**config.mk**
```make
export PLATFORM = sky130hd
export DESIGN_NAME = pidaw_cfg_regs
export DESIGN_NICKNAME = d
export VERILOG_FILES = /design/src/rtl/pidaw_pkg.sv /design/src/rtl/pidaw_cfg_regs.sv
export SDC_FILE = /design/constraint.sdc
export NUM_CORES = 1
export LEC_CHECK = 0
export ABC_AREA = 1
export BUFFER_PORTS_ARGS = -buffer_cell sky130_fd_sc_hd__buf_2
export CAP_MARGIN = 0
export CORE_UTILIZATION = 54
export DETAILED_ROUTE_END_ITERATION = 12
export MAX_ROUTING_LAYER = met4
export PLACE_DENSITY = 0.86
export SKIP_LAST_GASP = 1
export SYNTH_ARGS = -nofsm -noshare
export SYNTH_HDL_FRONTEND = slang
export SYNTH_SLANG_ARGS = --single-unit
export TNS_END_PERCENT = 5
```
**constraint.sdc**
```tcl
create_clock -name i_clk -period 1.7 [get_ports i_clk]
set_clock_uncertainty 0.1 [all_clocks]
set_input_delay 0.085 -clock i_clk [delete_from_list [all_inputs] [get_ports i_clk]]
set_output_delay 0.085 -clock i_clk [all_outputs]
set_load 0.1 [all_outputs]
```
**src/rtl/pidaw_pkg.sv**
```systemverilog
`timescale 1ns / 1ps
// ----------------------------------------------------------------------------
// pidaw_pkg
// Shared types and constants of the PID controller with clamped integrator.
// ----------------------------------------------------------------------------
package pidaw_pkg;

    localparam int DATA_W = 16;
    localparam int IDX_W  = 3;
    localparam int ACC_W  = 35;

    // register indexes of the configuration port
    localparam logic [IDX_W-1:0] CFG_GAIN_P    = 3'd0;
    localparam logic [IDX_W-1:0] CFG_GAIN_I    = 3'd1;
    localparam logic [IDX_W-1:0] CFG_GAIN_D    = 3'd2;
    localparam logic [IDX_W-1:0] CFG_DRIVE_MAX = 3'd3;
    localparam logic [IDX_W-1:0] CFG_DRIVE_MIN = 3'd4;

    // integrator limits
    localparam logic signed [DATA_W:0] SUM_HI = 17'sd32000;
    localparam logic signed [DATA_W:0] SUM_LO = -17'sd32000;

    localparam logic signed [DATA_W-1:0] DRIVE_MAX_RST = 16'sh7FFF;
    localparam logic signed [DATA_W-1:0] DRIVE_MIN_RST = 16'sh8000;

    typedef enum logic [1:0] {
        LIMIT_NONE = 2'd0,
        LIMIT_MAX  = 2'd1,
        LIMIT_MIN  = 2'd2
    } t_limit;

    typedef struct packed {
        logic signed [DATA_W-1:0] gain_p;
        logic signed [DATA_W-1:0] gain_i;
        logic signed [DATA_W-1:0] gain_d;
        logic signed [DATA_W-1:0] drive_max;
        logic signed [DATA_W-1:0] drive_min;
    } t_cfg;

    typedef struct packed {
        logic signed [DATA_W-1:0] drive;
        t_limit                   limit_hit;
    } t_result;

endpackage

```
**src/rtl/pidaw_cfg_regs.sv**
```systemverilog
`timescale 1ns / 1ps
// ----------------------------------------------------------------------------
// pidaw_cfg_regs
// Gain and output limit registers, written through the configuration port.
// ----------------------------------------------------------------------------
module pidaw_cfg_regs
    import pidaw_pkg::*;
(
    input  logic              i_clk,
    input  logic              i_rst_n,
    input  logic              i_cfg_valid,
    output logic              o_cfg_ready,
    input  logic [IDX_W-1:0]  i_cfg_index,
    input  logic [DATA_W-1:0] i_cfg_data,
    output t_cfg              o_cfg
);

    t_cfg r_cfg;
    t_cfg n_cfg;

    // every write completes at once
    assign o_cfg_ready = 1'b1;

    always_comb begin
        n_cfg = r_cfg;
        if (i_cfg_valid) begin
            unique case (i_cfg_index)
                CFG_GAIN_P:    n_cfg.gain_p    = i_cfg_data;
                CFG_GAIN_I:    n_cfg.gain_i    = i_cfg_data;
                CFG_GAIN_D:    n_cfg.gain_d    = i_cfg_data;
                CFG_DRIVE_MAX: n_cfg.drive_max = i_cfg_data;
                CFG_DRIVE_MIN: n_cfg.drive_min = i_cfg_data;
                default:       n_cfg           = r_cfg;
            endcase
        end
    end

    always_ff @(posedge i_clk) begin
        if (!i_rst_n) begin
            r_cfg.gain_p    <= '0;
            r_cfg.gain_i    <= '0;
            r_cfg.gain_d    <= '0;
            r_cfg.drive_max <= DRIVE_MAX_RST;
            r_cfg.drive_min <= DRIVE_MIN_RST;
        end else begin
            r_cfg <= n_cfg;
        end
    end

    assign o_cfg = r_cfg;

endmodule

```
# --- Word level (Yosys, flattened, before mapping) ---
# Cells that the tools add are included.
word_totals:
  ff_bits: 80
  latch_bits: 0
  ramBits: 0
  mem_bits_ro: 0
  input_bits: 22
  out_inout_bits: 81
  elab_cells: 15
  n_memories: 0
classes:
  addsub: 0
  multipliers: 0
  div: 0
  order_cmp: 0
  n_eq_ne: 4
  shift: 0
  mux: 0
  bitwise_logic: 0
  n_reduce_logical: 6
ops:
  columns: ["op", "n"]
  rows:
  - ["AND reduction 2 bit", 5]
  - ["equality test 3 x 2 -> 1 bit, second input constant", 2]
  - ["equality test 3 x 1 -> 1 bit, second input constant", 1]
  - ["equality test 3 bit, second input constant", 1]
  - ["zero test 3 bit", 1]

# --- Depth between registers and ports, before layout ---
# Gate-level depths: netlist (run 1).
logic_depth:
  word_depth: 2
  mapped_depth: 7

# --- Worst setup path before layout (run 1) ---
# Ideal clock, no wire load.
synth_timing:
  kind: "reg-to-reg"
  startpoint: "register, netlist name o_cfg[15]"
  endpoint: "register r_cfg, in the netlist o_cfg[15]"
  setup_time_ns: 0.065
  arrival_time_ns: 1.211
  required_ns: 1.535
  slack_ns: 0.324
  stages_incl_launch_ff: 3
  n_path_buf: 0
  period_less_slack_ns: 1.376
  path_cell_list: "dfxtp_1 -> o21ai_0 -> nand3_1"
synth_lines:
  columns: ["item", "line_no", "text"]
  rows:
  - ["to (signal assigned)", "pidaw_cfg_regs.sv:46", "r_cfg <= n_cfg;"]
  - ["to (decl)", "pidaw_cfg_regs.sv:18", "t_cfg r_cfg;"]

# --- Final worst setup path (run 1) ---
layout_timing:
  startpoint: "register r_cfg, in the netlist o_cfg[47]"
  endpoint: "output o_cfg[47] (netlist name)"
layout_lines:
  columns: ["item", "line_no", "text"]
  rows:
  - ["to (decl)", "pidaw_cfg_regs.sv:15", "output t_cfg o_cfg"]
# No word-level cell between the ends.

==> flow_metrics.tcl, run 1 <==
set metrics [dict create \
    status "finished clean" \
    vias 3281 \
    tns_ps 0 \
    ant_nets 0 \
    dieHeight_microns 79.53 \
    min_period_ps 1369 \
    cts_max_path_buffers 2 \
    cp-startpoint "o_cfg[47]" \
    critPathSlowestCell "buf_2" \
    synth_top_cell_area_share_pct 49.34 \
    clock-root-buffer "clkbuf_8" \
    worstRegToRegCells 2 \
    ys_ff_latch 80 \
    ys_types 15 \
    final_nets 576 \
    rsz0062_at_grt "false" \
    start_util_pct 57.53 \
    fin_area_sq_um 4075 \
    grt_pass1_wl_microns 13770 \
    seq_area_frac_synth_pct 49.34 \
    p_leak_uw 0.002022 \
    syn_nets 472 \
    avgViaCountPerCell 5.200 \
    drive_gt1_share_pct 24.69 \
    io_pins 103 \
    diodes 0 \
    layout_setup_ws_ps 331.0 \
    crit_end "o_cfg[47]" \
    cp.depth 1 \
    num_rows 27 \
    max_cap_viol_count 0 \
    holdCritPathClass "primary input to register" \
    period_share_pct 80.53 \
    required_ps 1510 \
    die_area_sq_um 6324 \
    htreeDepth 3 \
    cts_buffers 9 \
    slew_viol_final 0 \
    synth_area_leaders "dfxtp_1, nor2_1, nand3_1" \
    crit_type "register to output port" \
    drt_iter0_markers 239 \
    ir_worst_vdd_mv 0.6205 \
    yosysTopAreaCell "dfxtp_1" \
    post-place-ws_ps 427.1 \
    synth-warning-count 0 \
    wire_per_inst_microns 13.71 \
    cp_max_fo 2 \
    antenna_found_initial 0 \
    crit_chain "buf_2" \
    clk_latency_ps 360 \
    place_area_sq_um 3709 \
    gr-total-overflow 0 \
    grt_max_degree 81 \
    max_stage_delay_ps 440 \
    netlist_area_sq_um 3246 \
    largest_reg_flops 80 \
    grt_pass1_vias 3051 \
    routed_wirelength_microns 8654 \
    gp_congestion 0.9113 \
    drc 0 \
    crit_family "buffers and inverters" \
    chipWidth_microns 79.53 \
    rrSetupSlack_ps 970 \
    area_growth_pct 25.56 \
    coreArea_sq_um 5642 \
    cts_tree "yes" \
    clk_pin_slew_worst_paths_ps 80 \
    dp_hpwl_microns 5623 \
    drt_pass1_iterations 5 \
    final_common_cell "nor2_1" \
    dp_cells 599 \
    final_cells 631 \
    max_freq_mhz 730.5 \
    cp.arrival_ps 1180 \
    rr_startpoint "o_cfg[14]" \
    powerDensity_nw_per_um2 1066 \
    hold_viol 0 \
    synthCells 450 \
    cts.sinks 80 \
    critPathLaunchType "register" \
    r2r_end "o_cfg[14]" \
    worst-path-buf-inv 1 \
    report.final.setup_viol 0 \
    port_buffers 101 \
    end_kind "output port" \
    synth.avg_cell_area_sq_um 7.212 \
    finalPower_uw 4343 \
    mostFrequentLayoutCells "nor2_1, buf_2, nand2_1, nand3_1, dfxtp_1" \
    grt_usage_pct 29.56 \
]
[worst min-delay path by stage]
stage,startpoint,endpoint,cells past startpoint,slack (ps)
after global routing,i_rst_n,o_cfg[28],3,90
after detailed placement,i_cfg_data[15],o_cfg[15],3,220
after global placement,i_cfg_data[12],o_cfg[28],3,210
after floorplan,i_cfg_data[5],o_cfg[21],2,110
final,i_cfg_index[2],o_cfg[67],5,80
after CTS,i_cfg_index[2],o_cfg[31],5,70
[per-layer routing]
| layer | part of all wire [%] | vias up | global-route usage, % |
|---|---|---|---|
| li1 | - | 1605 | - |
| met1 | 40 | 1481 | 33.24 |
| met2 | 48 | 170 | 47.44 |
| met3 | 8.6 | 25 | 8.571 |
| met4 | 2.9 | 0 | 15.64 |
| met5 | 0 | - | - |
[through the flow]
| step | utilization, % | hold WS (ps) |
|---|---|---|
| after global routing | 72.23 | 93.05 |
| final | 72.23 | 79.72 |
| after global placement | 65.74 | 212.3 |
| after CTS | 72.23 | 69.38 |
| after detailed placement | 65.74 | 218.8 |
| after floorplan | - | 111.1 |
[cell usage after synthesis]
master / count
buf_4: 4
inv_2: 4
o21ai_0: 1
nor2_4: 8
nand3_1: 80
buf_2: 5
buf_6: 8
nor2_1: 129
buf_1: 5
inv_1: 18
conb_1: 1
nand2_1: 97
clkbuf_1: 5
nand2_2: 5
dfxtp_1: 80
[kinds of logic (layout without fill, tap and decap cells)]
group           Yosys count  after routing  synth area share, %
simple gates            319            319                42.21
flops                    80             80                49.34
buf+inv                  49            158                8.173
compound gates            1              1               0.1541
other cells               1              1               0.1155
[power by group]
group	switching [uW]	internal, uW
Sequential	34.8	1940
Combinational	748	174
Clock	695	753
Total	1480	2870
[repair_timing]
action	in CTS	in global routing
buffers inserted	0	0
hold buffers	16	0
endpoints found under the hold margin	16	0
endpoints found under the setup margin	0	0
resized for setup	0	0
[final cells by class]
cell class                      instances  area, sq um
Sequential cell                        80         1602
Fill cell                             453         1567
Multi-Input combinational cell        321         1381
Timing Repair Buffer                  120        713.2
Clock buffer                           11        151.4
Tap cell                               72        90.09
Inverter                               22        82.58
Clock inverter                          5        55.05
(Power assumes the default switching activity.)
==> run 2: changes to the inputs <==
- CORE_UTILIZATION: 54 -> 45
- PLACE_DENSITY: 0.86 -> 0.77
- clock period: 1.7 -> 1.2 ns (I/O delays scaled with it)
==> flow_metrics.tcl, run 2 (synthesized netlist as in run 1, its figures left out) <==
set metrics [dict create \
    status "finished clean" \
    ant_nets 0 \
    clock-root-buffer "clkbuf_8" \
    wire_per_inst_microns 14.69 \
    largest_reg_flops 80 \
    power.switching_uw 2174 \
    dieHeight_microns 86.93 \
    rrSetupSlack_ps 420 \
    cp-startpoint "o_cfg[27]" \
    rsz0062_at_grt "false" \
    cp.depth 1 \
    grt_pass1_wl_microns 15750 \
    drt_pass1_iterations 6 \
    power_frac_comb_pct 24.3 \
    whs_ps 59.92 \
    crit_type "register to output port" \
    hp-start "i_rst_n" \
    chipWidth_microns 86.93 \
    pwr-share-seq_pct 42.5 \
    routed_wirelength_microns 9684 \
    die_area_sq_um 7556 \
    gr-total-overflow 0 \
    grt_usage_pct 28.23 \
    antenna_found_initial 0 \
    drt_iter0_markers 278 \
    period_share_pct 93.67 \
    ir_worst_vdd_mv 1.145 \
    hold_viol 0 \
    min_period_ps 1124 \
    mostFrequentLayoutCells "nor2_1, nand2_1, buf_12, nand3_1, dfxtp_1" \
    clk_pin_slew_worst_paths_ps 80 \
    r2r_end "o_cfg[1]" \
    coreArea_sq_um 6869 \
    postLayoutCoreUtil_pct 78.82 \
    critPathLaunchType "register" \
    report.final.setup_viol 0 \
    crit_family "flip-flops" \
    cts_tree "yes" \
    grt_max_degree 81 \
    worstRegToRegCells 2 \
    end_kind "output port" \
    htreeDepth 3 \
    num_rows 30 \
    io_pins 103 \
    grt_pass1_vias 3247 \
    pwr-share-clk_pct 33.2 \
    multiInputGateArea_sq_um 1381 \
    postCtsSetupBuffers 0 \
    whs_endpoint "o_cfg[29]" \
    cp_max_fo 2 \
    dr.max_layer_used "met4" \
    cp.arrival_ps 960 \
    drive_gt1_share_pct 25.93 \
    place_area_sq_um 5025 \
    tns_ps 0 \
    cts.sinks 80 \
    port_buffers 101 \
    max_cap_viol_count 0 \
    area_growth_pct 66.81 \
    hold_buffers 16 \
    diodes 0 \
    dp_hpwl_microns 6750 \
    vias 3341 \
    p_leak_uw 0.002384 \
    crit_chain "buf_12" \
    final_cells 659 \
    max_freq_mhz 889.6 \
    avgViaCountPerCell 5.070 \
    final_nets 580 \
    hold_depth 3 \
    worst-path-buf-inv 1 \
    required_ps 1040 \
    drc 0 \
    wl_met1_microns 3671 \
    intPower_uw 4534 \
    register_area_sq_um 1607 \
    nFillCells 433 \
    wl_met2_microns 4907 \
    cts_resized 0 \
    start_util_pct 47.25 \
    final_common_cell "nor2_1" \
    fin_area_sq_um 5414 \
    dp_cells 627 \
    slew_viol_final 0 \
    cts_max_path_buffers 2 \
    clk_latency_ps 350 \
    critPathSlowestCell "dfxtp_1" \
    max_stage_delay_ps 410 \
    gp_congestion 0.8393 \
    sw_frac_of_total_pct 32.41 \
    holdCritPathClass "primary input to register" \
    met3_length_microns 806 \
    cts_buffers 9 \
    rr_startpoint "o_cfg[1]" \
    powerDensity_nw_per_um2 1239 \
]
run 2: cell count changes in the layout (fill, tap and decap cells not counted), moves of 2 or more:
cell and change:
buf_12 +84, buf_2 -80, dfxtp_1 -4, dfxtp_2 +4
clkinv_4 +2, clkinvlp_4 -2
run 2: final cells by class:
cell class              instances  area share, %
clock inverters                 6          1.687
well taps                      96          2.219
inverters                      22          1.525
multi-input cells             321          25.51
clock buffers                  10          2.542
repair buffers                124          36.84
flip-flops and latches         80          29.67
run 2: power by group through the flow:
stage          logic [uW]  clock network, uW  registers, uW
4_1_cts              1620               2270           2850
3_5_place_dp         1580                  0           2910
2_1_floorplan         373                  0           3530
3_3_place_gp         1550                  0           2910
6_report             1630               2230           2850
5_1_grt              1700               2390           2860
run 2: how the worst max path moves through the flow:
stage | to
after floorplan | o_cfg[12]
after global placement | o_cfg[15]
after detailed placement | o_cfg[10]
after CTS | o_cfg[27]
after global routing | o_cfg[1]
final | o_cfg[27]
run 2: per-stage QoR:
stage	worst slack [ps]	power, uW
floorplan	-106.8	3899
global placement	124.8	4458
detailed placement	26.35	4491
CTS	67.41	6740
global route	37.91	6950
finish	75.91	6708
run 2: metal layers:
layer	vias to the layer above	GRT usage (%)
li1	1609	-
met4	0	10.76
met3	37	8.910
met5	-	-
met1	1558	30.94
met2	137	47.82
==> run 3: changes to the inputs <==
- CORE_UTILIZATION: 45 -> 47
- CTS_BUF_LIST: unset -> sky130_fd_sc_hd__clkbuf_4
- PLACE_DENSITY: 0.77 -> 0.8
==> flow_metrics.tcl, run 3 (synthesized netlist as in run 1, its figures left out) <==
set metrics [dict create \
    largest_reg_flops 80 \
    multiInputGateArea_sq_um 1381 \
    routed_wirelength_microns 10630 \
    final_nets 584 \
    min_period_ps 1239 \
    clock-root-buffer "clkbuf_4" \
    avgViaCountPerCell 5.419 \
    holdCritPathClass "primary input to register" \
    nFillCells 363 \
    status "finished, violations left" \
    max_cap_viol_count 0 \
    violations "setup timing" \
    cp.arrival_ps 1080 \
    required_ps 1040 \
    powerDensity_nw_per_um2 1146 \
    dp_hpwl_microns 6845 \
    num_rows 29 \
    worst-path-buf-inv 1 \
    clk_latency_ps 430 \
    max_freq_mhz 807.2 \
    port_buffers 101 \
    p_leak_uw 0.002356 \
    coreArea_sq_um 6495 \
    clk_pin_slew_worst_paths_ps 140 \
    cts_buffers 9 \
    io_pins 103 \
    die_area_sq_um 7242 \
    slew_viol_final 0 \
    cts_tree "yes" \
    diodes 0 \
    htreeDepth 3 \
    cp_max_fo 2 \
    rsz0062_at_grt "true" \
    hold_viol 0 \
    layout_setup_ws_ps -38.88 \
    ir_worst_vdd_mv 0.8124 \
    crit_family "flip-flops" \
    final_common_cell "nor2_1" \
    slew_headroom_pct 65.95 \
    max_stage_delay_ps 440 \
    dp_cells 609 \
    dieHeight_microns 85.10 \
    final_cells 644 \
    critPathSlowestCell "dfxtp_1" \
    start_util_pct 49.97 \
    grt_usage_pct 31.93 \
    end_kind "output port" \
    crit_type "register to output port" \
    gp_congestion 0.8544 \
    register_area_sq_um 1617 \
    gr-total-overflow 0 \
    grt_pass1_vias 3487 \
    worst_pin_slew_ps 510.2 \
    postCtsSetupBuffers 0 \
    area_growth_pct 64.26 \
    drc 0 \
    drive_gt1_share_pct 26.98 \
    crit_chain "buf_12" \
    cts.sinks 80 \
    ant_nets 0 \
    chipWidth_microns 85.10 \
    mostFrequentLayoutCells "nor2_1, nand2_1, buf_12, nand3_1, dfxtp_1" \
    grt_max_degree 81 \
    finalPower_uw 6107 \
    antenna_found_initial 0 \
    grt_pass1_wl_microns 17220 \
    period_share_pct 103.2 \
    vias 3490 \
    post-place-ws_ps -29.17 \
    drt_pass1_iterations 6 \
    cts_max_path_buffers 2 \
    fin_area_sq_um 5331 \
    place_area_sq_um 4996 \
    critPathLaunchType "register" \
    drt_iter0_markers 319 \
    report.final.setup_viol 10 \
    wire_per_inst_microns 16.51 \
]
-- run 3: changes by cell type in the layout (fill, tap and decap cells not counted), sizes merged --
cell	previous run	this run
dlygate4sd3	16	19
bufinv	2	1
inv	23	22
clkinvlp	0	2
buf	108	109
-- run 3: metrics by stage --
step	TNS [ps]	hold slack, ps	utilization, %
final	-110.2	63.85	82.08
after global routing	-2153	83.51	82.08
after CTS	-935.5	29.59	81.99
after detailed placement	-91.73	194.7	76.92
after global placement	0	185.3	76.92
after floorplan	-7712	86.14	-
-- run 3: repair_timing --
item	in CTS	in global routing
hold buffers	19	0
gates resized for setup	3	4
endpoints found under the setup margin	63	74
endpoints found under the hold margin	78	0
-- run 3: final timing paths --
path	startpoint	to	slack, ps	cells after the start
hold reg to reg	o_cfg[16]	o_cfg[16]	420	2
setup / recovery	o_cfg[37]	o_cfg[37]	-40	1
setup reg to reg	o_cfg[36]	o_cfg[36]	420	2
hold / removal	i_cfg_index[0]	o_cfg[23]	60	5
-- run 3: worst register-to-register path: stages, from the launching register on --
cell	delay (ps)
dfxtp_1	420
nor2_1	70
nor2_1	130
-- run 3: report_power, final --
| group | leakage, uW | internal, uW | total [uW] | switching, uW |
|---|---|---|---|---|
| combinational | 0.00163 | 549 | 1640 | 1090 |
| sequential | 0.000655 | 2750 | 2860 | 107 |
| clock | 0.0000722 | 648 | 1610 | 960 |
-- run 3: cell type report --
class / instances / share of cell area, %
well taps: 77 / 1.807
clock inverters: 6 / 1.126
inverters: 22 / 1.549
repair buffers: 128 / 37.88
clock buffers: 10 / 1.408
flip-flops and latches: 80 / 30.32
multi-input cells: 321 / 25.91
-- run 3: layer usage --
metal  wire [microns]  global-route usage, %  vias up
li1                 -                      -     1622
met1             3773                  33.72     1590
met2             5324                  54.84      224
met3             1082                  9.241       54
met4              453                  15.25        0
met5                0                      -        -
